`src/design/peeling_doppler_spectrum_accumulator_assert.svh`:
```
// assertion macros shared by the design, clocked on clk and disabled in reset
`ifndef PEELING_DOPPLER_SPECTRUM_ACCUMULATOR_ASSERT_SVH
`define PEELING_DOPPLER_SPECTRUM_ACCUMULATOR_ASSERT_SVH

// same-cycle implication
`define PDSA_ASSERT_IMP(lbl, cond, prop, msg) \
  lbl: assert property (@(posedge clk) disable iff (!rst_n) (cond) |-> (prop)) else $error(msg);

// next-cycle implication
`define PDSA_ASSERT_NXT(lbl, cond, prop, msg) \
  lbl: assert property (@(posedge clk) disable iff (!rst_n) (cond) |=> (prop)) else $error(msg);

`endif

```
`src/design/pdsa_pkg.sv`:
```
package pdsa_pkg;

  localparam int NUM_BINS = 1024;
  localparam int BIN_W    = $clog2(NUM_BINS);

  // shared divider sizes
  localparam int DVD_W  = 66;
  localparam int DVS_W  = 50;
  localparam int DCNT_W = $clog2(DVD_W + 1);

  // signed doppler factor width, Q.31
  localparam int DOP_W = 51;

  localparam logic [DVD_W-1:0] LIGHT_SIXTEENTHS = 66'd47966793280000;

  localparam logic CMD_ADD  = 1'b0;
  localparam logic CMD_READ = 1'b1;

  typedef enum logic [1:0] {
    STAT_ADDED   = 2'd0,
    STAT_OUTSIDE = 2'd1,
    STAT_INVALID = 2'd2,
    STAT_READ    = 2'd3
  } status_t;

  typedef enum logic [2:0] {
    CFG_BETA_SCALE  = 3'd0,
    CFG_OBS_COSINE  = 3'd1,
    CFG_WINDOW_LOW  = 3'd2,
    CFG_WINDOW_HIGH = 3'd3,
    CFG_INV_BIN_W   = 3'd4,
    CFG_FLUX_SCALE  = 3'd5,
    CFG_LUM_SCALE   = 3'd6
  } cfg_idx_t;

  typedef enum logic [4:0] {
    S_CLR,
    S_IDLE,
    S_RD,
    S_BETA,
    S_PKT,
    S_OBS,
    S_CHK,
    S_DIVWL,
    S_WIN,
    S_IDX,
    S_DIVR,
    S_WGT,
    S_EW,
    S_FHI,
    S_LLO,
    S_LHI,
    S_UPD,
    S_DONE
  } state_t;

  typedef struct packed {
    logic             start;
    logic [DVD_W-1:0] dividend;
    logic [DVS_W-1:0] divisor;
  } div_req_t;

  typedef struct packed {
    logic             done;
    logic [DVD_W-1:0] quotient;
  } div_rsp_t;

endpackage

```
`src/design/pdsa_div.sv`:
```
module pdsa_div
  import pdsa_pkg::*;
(
  input  logic     clk,
  input  logic     rst_n,
  input  div_req_t req,
  output div_rsp_t rsp
);

  logic              busy_r;
  logic              done_r;
  logic [DCNT_W-1:0] cnt_r;
  logic [DVD_W-1:0]  dvd_r;
  logic [DVS_W-1:0]  dvs_r;
  logic [DVS_W-1:0]  rem_r;
  logic [DVD_W-1:0]  quo_r;

  logic [DVS_W:0] rem_sh;
  logic           qbit;
  logic [DVS_W:0] rem_nxt;

  // one restoring step per cycle
  always_comb begin
    rem_sh  = {rem_r, dvd_r[DVD_W-1]};
    qbit    = rem_sh >= {1'b0, dvs_r};
    rem_nxt = qbit ? (rem_sh - {1'b0, dvs_r}) : rem_sh;
  end

  always_ff @(posedge clk) begin
    if (!rst_n) begin
      busy_r <= 1'b0;
      done_r <= 1'b0;
      cnt_r  <= '0;
    end else if (req.start) begin
      busy_r <= 1'b1;
      done_r <= 1'b0;
      cnt_r  <= DCNT_W'(DVD_W);
    end else if (busy_r) begin
      cnt_r <= cnt_r - 1'b1;
      if (cnt_r == DCNT_W'(1)) begin
        busy_r <= 1'b0;
        done_r <= 1'b1;
      end
    end
  end

  always_ff @(posedge clk) begin
    if (req.start) begin
      dvd_r <= req.dividend;
      dvs_r <= req.divisor;
      rem_r <= '0;
      quo_r <= '0;
    end else if (busy_r) begin
      dvd_r <= {dvd_r[DVD_W-2:0], 1'b0};
      rem_r <= rem_nxt[DVS_W-1:0];
      quo_r <= {quo_r[DVD_W-2:0], qbit};
    end
  end

  assign rsp.done     = done_r;
  assign rsp.quotient = quo_r;

endmodule

```
`config.mk`:
```
export PLATFORM = sky130hd
export DESIGN_NAME = pdsa_div
export DESIGN_NICKNAME = d
export VERILOG_FILES = /design/src/design/peeling_doppler_spectrum_accumulator_assert.svh /design/src/design/pdsa_pkg.sv /design/src/design/pdsa_div.sv
export SDC_FILE = /design/constraint.sdc
export NUM_CORES = 1
export LEC_CHECK = 0
export ABC_AREA = 0
export BUFFER_PORTS_ARGS = -buffer_cell sky130_fd_sc_hd__buf_2
export CORE_UTILIZATION = 49
export CTS_BUF_LIST = sky130_fd_sc_hd__clkbuf_8
export DETAILED_ROUTE_END_ITERATION = 8
export GPL_TIMING_DRIVEN = 0
export HOLD_SLACK_MARGIN = 0.08
export PLACE_DENSITY = 0.81
export SLEW_MARGIN = 25
export SYNTH_ARGS = -nofsm -noshare
export SYNTH_HDL_FRONTEND = slang
export SYNTH_SLANG_ARGS = --single-unit
```
`constraint.sdc`:
```
create_clock -name clk -period 4.04 [get_ports clk]
set_input_delay 0.202 -clock clk [delete_from_list [all_inputs] [get_ports clk]]
set_output_delay 0.202 -clock clk [all_outputs]
set_load 0.05 [all_outputs]
```
Word-level counts from Yosys, hierarchy flattened:

Index checks and enable logic that the tools add are counted.

* output and inout port bits: 67
* input port bits: 119
* flip-flop bits (word level): 241
* word-level logic and storage cells: 24

* $lt $le $gt $ge: 1
* mux-type cells: 8
* bitwise gates (word level): 1
* equal/unequal tests: 1
* add/sub/neg operators: 2
* reduce and logical (&&, ||, !) cells: 3

Operator list (count)
* 66-bit two-way mux: 2
* 51-bit by 50-bit greater-or-equal comparator with 1-bit output: 1
* 50-bit two-way mux: 1
* 50-bit subtractor: 1
* 7-bit two-way mux: 2
* 7-bit by 1-bit equality test with 1-bit output (second input constant): 1
* 7-bit by 1-bit subtractor with 7-bit output (second input constant): 1
* 1-bit two-way mux: 3
* 2-bit AND reduction: 1
* 2-bit nonzero test: 1
* 2-bit OR reduction: 1
* 1-bit inverter: 1

Depth between registers and ports, before layout:

Gate-level depths: netlist (run 1).

* word-level depth: 4
* mapped depth: 14
* depth with buffers taken out: 14

Worst setup path after synthesis (run 1):

OpenSTA, ideal clock, no wires.

* kind: reg2reg
* start point: register dvd_r[65]
* end point: register rem_r[36]
* required time: 3954 ps
* slack: 964 ps
* path buffers: 0
* period minus slack after synthesis: 3076 ps
* library setup time: 86 ps
* arrival: 2990 ps
* cell stages (with the launch flop): 15
* cell sequence: edfxtp_1 > inv_1 > ha_1 > inv_1 > fa_1 > a211oi_2 > o21ai_0 > a21o_1 > a211o_1 > o41ai_2 > o21ai_1 > a21oi_1 > xnor2_1 > mux2i_1 > a211oi_1

* longest elaborated chain between the ends: 2
* elaborated cells on any way between the ends: 3
* those cells by class: add/sub: 1; order compare: 1; mux: 1

Ends and longest elaborated chain
* start, declared: RTL line pdsa_div.sv:13 `logic [DVD_W-1:0] dvd_r;`
* start signal, assigned: RTL line pdsa_div.sv:49 `dvd_r <= req.dividend;`
* start signal, assigned: RTL line pdsa_div.sv:54 `dvd_r <= {dvd_r[DVD_W-2:0], 1'b0};`
* 50-bit subtractor or 51-bit by 50-bit greater-or-equal comparator with 1-bit output (tied branches): RTL line pdsa_div.sv:26, pdsa_div.sv:25
* 50-bit two-way mux *: RTL line pdsa_div.sv:26 `rem_nxt = qbit ? (rem_sh - {1'b0, dvs_r}) : rem_sh;`
* end signal, assigned: RTL line pdsa_div.sv:55 `rem_r <= rem_nxt[DVS_W-1:0];`
* end, declared: RTL line pdsa_div.sv:15 `logic [DVS_W-1:0] rem_r;`

Mark *: on every way between the ends. The rest lies on a longest branch, timed or not.
A chain may end at the register's enable or synchronous reset.

Final worst setup path (run 1):

Ends and elaborated chain as after synthesis.

==> qor.txt, run 1 <==
Leakage: 0.00696 uW
Max-cap violations: 0
Final core occ: 0.641
Psw: 1910 uW
Core area: 0.0246 sq mm
Final Cycle Share: 0.911
Status: completed
Mean Syn Cell Area: 10.3 sq um
Worst-path clk slew: 60 ps
Clock Path Buffers: 3
Slew at the pin closest to its max-slew limit: 862 ps
Sequential cell area fraction in the yosys report: 0.483
# H-tree levels: 2
Critical path launch point: dvd_r[65]
Top cell type by total area after synthesis: edfxtp_1
Largest cells by area after synthesis: edfxtp_1 (28%), dfxtp_1 (20%), mux2i_1 (6.6%)
Syn Nets: 1382
Fin crit period: 3680 ps
WS Path Type: flip-flop to flip-flop
CP endpoint kind: flip-flop
Met1 Track Usage GR: 0.305
Syn. warnings: 0
Setup bufs post-CTS: 0
Total GRT Usage: 0.248
Gate power share: 0.217
Max_slew headroom: 0.423
CTS root buf: clkbuf_8
Cell Area, Placed: 0.0138 sq mm
Clk_lat worst skew: 560 ps
1st-iter DRT viols: 542
Crit path max fanout: 4
Post-synthesis instance total: 1210
Hold_ws: 216 ps
CTS tree: built
Arrival @ worst endpoint: 4150 ps
Hold/Removal Path Class: input port to flip-flop
Netlist Area Pre-Place: 0.0124 sq mm
Unrepaired setup endpoints after global routing: false
Critical Path Start Type: flip-flop
Router iterations before antenna repair: 5
Endpoints failing setup: 0
Final net count: 1729
Area Growth Syn to Fin: 27.2%
Count leader, synth: nor2_1
Post-layout power: 6460 uW
Reg-to-reg setup timing slack: 360 ps
Final wirelength: 32400 um
Most frequent cells after synthesis: nor2_1 (176), dfxtp_1 (125), edfxtp_1 (116), a21oi_1 (82), mux2i_1 (82)
Seq cells post-synth: 241
Detailed placement HPWL: 21600 um
Sw frac: 0.296
Power Dens Cells: 409 mW/mm^2
Avg WL per Cell: 16.9 um
FFs w/ async S/R, synth: 0
Initial antenna violation count: 2
Drt drc: 0
ANT nets after route: 0
IO buf count: 185
Final Skew: 20.0 ps
Vias per std cell: 5.39
Row cnt: 57
Final GP Congestion: 0.915
Count of pins over their slew limit: 0
Met3 usage: 0.0629
Clock network power share: 0.344
CTS Sinks: 241
Synth top area share: 0.281
Via count: 10327
First-pass GRT wire length: 52000 um
Post_cts resized: 0
Vias in the first global route: 10472
TritonCTS buffer count: 42
R2R depth: 14
EDFF count, synth: 116
Initial Util: 0.504
Internal: 4550 uW
Die Y: 161 um
Die width: 161 um
Grt ovf: 0
Post-place setup slack: 391 ps
Die area: 0.0260 sq mm
Hold Fails Final Rpt: 0
Final WS setup: 361 ps
I/O pins: 186
Fmax: 272 MHz
Share of post-route cells with drive strength above 1: 0.213
Global routing's busiest layer: met2
Library cells used by synthesis: 70
Ys flop type: dfxtp_1
Final Cell Area: 0.0158 sq mm
Met2 Use GR: 0.414
Seq pwr share: 0.439
VDD IR-drop max: 0.304 mV
Largest net degree at the start of global routing: 52
Worst EP required: 4510 ps
Reg2reg start: dvd_r[65]
R2r endpoint: rem_r[36]
End point of the critical path: rem_r[36]
[sequential cells by signal (all words and copies together) (netlist names)]
signal and cells:
busy_r 1, cnt_r 7, done_r 1, dvd_r 66, dvs_r 50, quo_r 66, rem_r 50
[cells by family (layout without fill, tap and decap cells)]
family | after synthesis | in the layout | synth area share
compound gates | 274 | 274 | 0.148
xor+xnor | 47 | 47 | 0.0332
fa+ha+maj | 53 | 53 | 0.0541
buf+inv | 140 | 519 | 0.0451
flops | 241 | 241 | 0.483
mux | 147 | 147 | 0.125
other cells | 0 | 2 | 0
simple gates | 308 | 308 | 0.112
[per-layer routing]
| metal | share of wire | wire length (um) |
|---|---|---|
| met3 | 0.074 | 2400 |
| met1 | 0.43 | 13800 |
| met4 | 0.030 | 977 |
| met2 | 0.47 | 15200 |
| met5 | 0 | 0 |
[power groups by stage]
stage	combinational, uW	clock, uW	sequential (uW)
floorplan	969	0	2860
global placement	1250	0	2870
detailed placement	1280	0	2880
CTS	1380	2270	2830
global route	1550	2370	2850
finish	1400	2220	2830
[layout make-up]
| cell class | instances | area [sq um] |
|---|---|---|
| diodes | 2 | 5.00 |
| plain buffers | 71 | 300 |
| clock buffers | 49 | 674 |
| clock inverters | 27 | 165 |
| fillers | 1944 | 8830 |
| inverters | 69 | 262 |
| multi-input cells | 829 | 5860 |
| flip-flops and latches | 241 | 5990 |
| well taps | 324 | 405 |
| repair buffers | 303 | 2120 |
[through the flow]
step | setup TNS (ps) | std cells
after global routing | 0 | 1915
after floorplan | 0 | 1210
final | 0 | 1915
after global placement | -31950 | 1719
after detailed placement | 0 | 1720
after CTS | 0 | 1913
[repair_timing]
action,in CTS,in global routing
hold buffers,117,0
endpoints found under the setup margin,0,0
endpoints found under the hold margin,125,0
[cell usage in the layout, fill, tap and decap left out, types with 49 or more instances in the layout]
master,count
mux2_2,65
mux2i_1,82
nor2_1,176
a21oi_1,82
buf_2,190
edfxtp_1,116
clkbuf_1,52
ha_1,52
clkbuf_8,49
dfxtp_1,125
inv_1,84
dlygate4sd3_1,117
[worst min path at each step]
| stage | start | end | slack [ps] | cells after the start |
|---|---|---|---|---|
| after floorplan | req[0] | dvs_r[0] | 300 | 0 |
| after global placement | req[41] | dvs_r[41] | 380 | 1 |
| after detailed placement | req[14] | dvs_r[14] | 380 | 1 |
| after CTS | req[116] | dvs_r[40] | 200 | 1 |
| after global routing | req[116] | dvs_r[40] | 230 | 1 |
| final | req[116] | dvs_r[19] | 220 | 1 |
[worst max-delay path, stage by stage (launching register included)]
cell and delay, ps:
edfxtp_1 420, inv_1 90, ha_1 160, inv_1 50, fa_1 430, a211oi_2 340
o21ai_0 150, a21o_1 220, a211o_1 310, o41ai_2 480, o21ai_1 230, a21oi_1 240
xnor2_1 150, mux2i_1 90, a211oi_1 230
(Power assumes the default switching activity.)
==> run 2, diff against run 1 <==
- CORE_UTILIZATION: 49 -> 59
- PLACE_DENSITY: 0.81 -> 0.93
- RECOVER_POWER: unset -> 50
==> run 2 against run 1 <==
Via count rose by 11%. Maximum frequency decreased by 1.3%. Worst hold slack hardly changed.
==> qor.txt, run 2 (synthesis gave the netlist of run 1 again) <==
CP endpoint kind: flip-flop
Core area: 0.0204 sq mm
Hold Path Cell Cnt: 1
CP cell instances: inv_1 -> ha_1 -> inv_1 -> fa_1 -> a211oi_2 -> o21ai_0 -> a21o_1 -> o2111ai_1 -> a31oi_1 -> o21ai_1 -> a21oi_1 -> and4_1 -> nor4_1 -> a221o_1
Post-layout power: 6790 uW
First-pass GRT wire length: 61500 um
Leakage: 0.00669 uW
Die width: 147 um
Final Cycle Share: 0.923
Max incr delay on CP: 440 ps
Slew at the pin closest to its max-slew limit: 1130 ps
Hold Fails Final Rpt: 0
Hold_ws: 217 ps
Arrival @ worst endpoint: 4240 ps
Total GRT Usage: 0.368
Max_slew headroom: 0.242
Worst EP required: 4550 ps
Critical Path Start Type: flip-flop
Crit path max fanout: 4
Area Growth Syn to Fin: 26.4%
CP max-delay cell: edfxtp_1
Setup bufs post-CTS: 0
CP bufs+invs: 2
CTS Sinks: 241
ANT nets after route: 0
Hold/Removal Path Class: input port to flip-flop
Final wirelength: 40300 um
Crit path max-delay family: compound AO/OA/AOI/OAI gates
I/O pins: 186
Critical Path Most Common Cell: inv_1
CTS tree: built
Die area: 0.0216 sq mm
Final Skew: 29.6 ps
# H-tree levels: 2
Router iterations before antenna repair: 5
Worst-path clk slew: 80 ps
Clock Path Buffers: 3
Via count: 11447
Row cnt: 52
Count of pins over their slew limit: 0
Critical path depth: 14
Avg WL per Cell: 21.6 um
IO buf count: 185
Most common cell after layout, fill and taps aside: nor2_1
Final net count: 1728
R2R depth: 14
CTS root buf: clkbuf_8
Initial Util: 0.607
Placed insts: 1666
Initial antenna violation count: 1
WS Path Type: flip-flop to flip-flop
Share of post-route cells with drive strength above 1: 0.163
Power Dens Cells: 433 mW/mm^2
Vias in the first global route: 11679
Max-cap violations: 0
Grt ovf: 0
Fmax: 268 MHz
Detailed placement HPWL: 22200 um
Drt drc: 0
Most frequent cells in the layout: nor2_1 (176), clkbuf_1 (126), dfxtp_1 (125)
Unrepaired setup endpoints after global routing: false
Vias per std cell: 6.15
Final GP Congestion: 0.929
Status: completed
VDD IR-drop max: 0.560 mV
Die Y: 147 um
1st-iter DRT viols: 992
Fin crit period: 3730 ps
TritonCTS buffer count: 41
Largest net degree at the start of global routing: 52
Endpoints failing setup: 0
Final instance count without filler cells: 1860
Clk_lat worst skew: 590 ps
Biggest regs: dvd_r x66, quo_r x66
-- run 2: layout make-up --
class                           count  area (sq um)
Fill cell                        1269          4750
Sequential cell                   241          5990
Antenna cell                        1          2.50
Clock buffer                       54           743
Tap cell                          270           338
Timing Repair Buffer              303          2040
Clock inverter                     22           151
Buffer                             71           300
Multi-Input combinational cell    829          5860
Inverter                           69           260
-- run 2: final timing paths --
| path | startpoint | slack (ps) | end |
|---|---|---|---|
| worst max-delay path | dvd_r[65] | 310 | rem_r[46] |
| worst min-delay path | req[116] | 220 | dvs_r[18] |
| worst max register to register | dvd_r[65] | 310 | rem_r[46] |
| worst min register to register | quo_r[65] | 500 | quo_r[65] |
-- run 2: routing by layer --
metal | vias up | routed length, um | global-route usage | share of wire
li1 | 5056 | - | - | -
met1 | 5414 | 14300 | 0.411 | 0.36
met2 | 768 | 19100 | 0.611 | 0.47
met3 | 207 | 3990 | 0.0944 | 0.099
met4 | 2 | 2890 | 0.264 | 0.072
met5 | - | 12 | 0 | 0.00030
-- run 2: where the power goes --
part	internal, uW	switching, uW
logic	617	843
registers	2750	99.0
clock network	1330	1150
total	4700	2090
-- run 2: per-stage QoR --
step                      TNS, ps   util  setup slack (ps)  area (sq um)
after detailed placement        0  0.671               461         13700
final                           0  0.767               312         15700
after global placement     -23230  0.669              -356         13700
after global routing            0  0.767               101         15700
after CTS                       0  0.772               364         15800
after floorplan                 0      -               964         12400
-- run 2: repair_timing --
action                    4_1_cts  5_1_grt
hold endpoints to repair      125        0
hold buffers                  117        0
resized for setup               0        0
==> run 3, diff against run 2 <==
==> constraint.sdc (replaced) <==
create_clock -name clk -period 4.04 [get_ports clk]
set_input_delay 0.606 -clock clk [delete_from_list [all_inputs] [get_ports clk]]
set_output_delay 0.606 -clock clk [all_outputs]
set_load 0.05 [all_outputs]
==> run 3 against run 2 <==
Maximum frequency rose by 1.6%. Non-clock buffer count fell by 117. Clock skew barely moved. Final cell count fell by 6.3%. Critical path depth did not move. Sequential power barely moved. Worst hold slack got worse by 4.2 ps. Power fell by 4.1%. Combinational power fell by 9.6%. Register-to-register slack improved by 60 ps. Largest power group unchanged. Highest routed layer unchanged.
==> qor.txt, run 3 (synthesis gave the netlist of run 1 again) <==
Status: completed
Filler cell count: 1480
Max_slew headroom: 0.346
Avg WL per Cell: 18.6 um
Initial antenna violation count: 4
TritonCTS buffer count: 41
I/O pins: 186
Cell Area, Placed: 0.0137 sq mm
R2R depth: 14
R2r endpoint: rem_r[48]
IO buf count: 185
Endpoints failing setup: 0
Post-CTS Hold Buffers: 0
Clock Path Buffers: 3
Unrepaired setup endpoints after global routing: false
Final wirelength: 32400 um
Largest net degree at the start of global routing: 52
Critical Path Start Type: flip-flop
Biggest regs: dvd_r x66, quo_r x66
Initial Util: 0.607
Die width: 147 um
Reg2reg start: dvd_r[65]
Power Dens Cells: 449 mW/mm^2
Final GP Congestion: 0.929
Router iterations before antenna repair: 6
WS Path Type: flip-flop to flip-flop
Area Growth Syn to Fin: 17.0%
Count of pins over their slew limit: 0
# H-tree levels: 2
Hold Fails Final Rpt: 0
Vias in the first global route: 10168
Worst EP required: 4510 ps
Crit path max fanout: 4
CTS Sinks: 241
Arrival @ worst endpoint: 4140 ps
Post_cts resized: 0
Grt ovf: 0
Worst-path clk slew: 60 ps
Most frequent cells in the layout: nor2_1 (176), dfxtp_1 (125), clkbuf_1 (123)
Max-cap violations: 0
Total GRT Usage: 0.298
Final Skew: 29.6 ps
Reg-to-reg setup timing slack: 370 ps
Drt drc: 0
Final Cycle Share: 0.908
ANT nets after route: 0
1st-iter DRT viols: 672
Share of post-route cells with drive strength above 1: 0.184
Detailed placement HPWL: 22200 um
CP endpoint kind: flip-flop
End point of the critical path: rem_r[48]
Post-place setup slack: 461 ps
VDD IR-drop max: 0.522 mV
Post-layout power: 6520 uW
CTS tree: built
Fmax: 272 MHz
Clk_lat worst skew: 570 ps
Die Y: 147 um
Leakage: 0.00621 uW
Vias per std cell: 5.90
Hold/Removal Path Class: input port to flip-flop
Final net count: 1611
Fin crit period: 3670 ps
Slew at the pin closest to its max-slew limit: 976 ps
Most common cell after layout, fill and taps aside: nor2_1
Via count: 10285
Critical path launch point: dvd_r[65]
Die area: 0.0216 sq mm
Row cnt: 52
Core area: 0.0204 sq mm
Final WS setup: 370 ps
Final Cell Area: 0.0145 sq mm
First-pass GRT wire length: 51100 um
CTS root buf: clkbuf_8
Setup bufs post-CTS: 0
Final core occ: 0.710
## run 3: cell types whose count changed in the layout (fill, tap and decap cells not counted), moves of 3 or more
cell	delta
dlygate4sd3_1	-117
mux2_1	-10
clkbuf_1	-3
mux2_2	+10
buf_2	+3
## run 3: cell type report
type | instances | area [sq um] | area share
tap | 270 | 338 | 0.0233
clock inverter | 22 | 151 | 0.0104
clock buffer | 54 | 743 | 0.0512
sequential | 241 | 5990 | 0.413
antenna | 1 | 2.50 | 0.000172
buffer | 71 | 300 | 0.0207
timing repair buffer | 186 | 871 | 0.0600
multi-input combinational | 829 | 5860 | 0.404
inverter | 69 | 260 | 0.0179
## run 3: through the flow
step | TNS, ps | hold WS [ps] | instances
after CTS | 0 | 192 | 1742
after global placement | -49890 | 444 | 1665
after global routing | 0 | 201 | 1743
after floorplan | 0 | 426 | 1210
final | 0 | 212 | 1743
after detailed placement | 0 | 447 | 1666
## run 3: critical path, cell delays in order, from the launching register on
cell,delay [ps]
edfxtp_1,420
inv_1,80
ha_1,160
inv_1,60
fa_1,430
a211oi_2,300
o21ai_0,180
a21o_1,230
a211o_1,310
o41ai_2,460
o21ai_1,220
a21oi_1,220
xnor2_1,150
mux2i_1,100
a211oi_1,270
## run 3: worst min-delay path by stage
| stage | end | cells after the start | start |
|---|---|---|---|
| floorplan | done_r | 2 | done_r |
| global placement | done_r | 2 | done_r |
| detailed placement | done_r | 2 | done_r |
| CTS | dvs_r[38] | 1 | req[38] |
| global route | dvs_r[14] | 1 | req[14] |
| finish | dvs_r[14] | 1 | req[14] |
## run 3: where the power goes
group | internal (uW) | switching (uW) | leakage, uW
registers | 2750 | 83.1 | 0.00217
clock network | 1330 | 1030 | 0.000519
logic | 543 | 781 | 0.00352
total | 4630 | 1890 | 0.00621
## run 3: layer usage
layer  part of all wire  track usage  routed length (um)  up-vias
li1                   -            -                   -     4822
met4              0.030        0.117                 982        6
met2               0.49        0.513               15700      455
met3              0.091       0.0817                2940       88
met5            0.00099            0                  32        -
met1               0.39        0.353               12700     4914
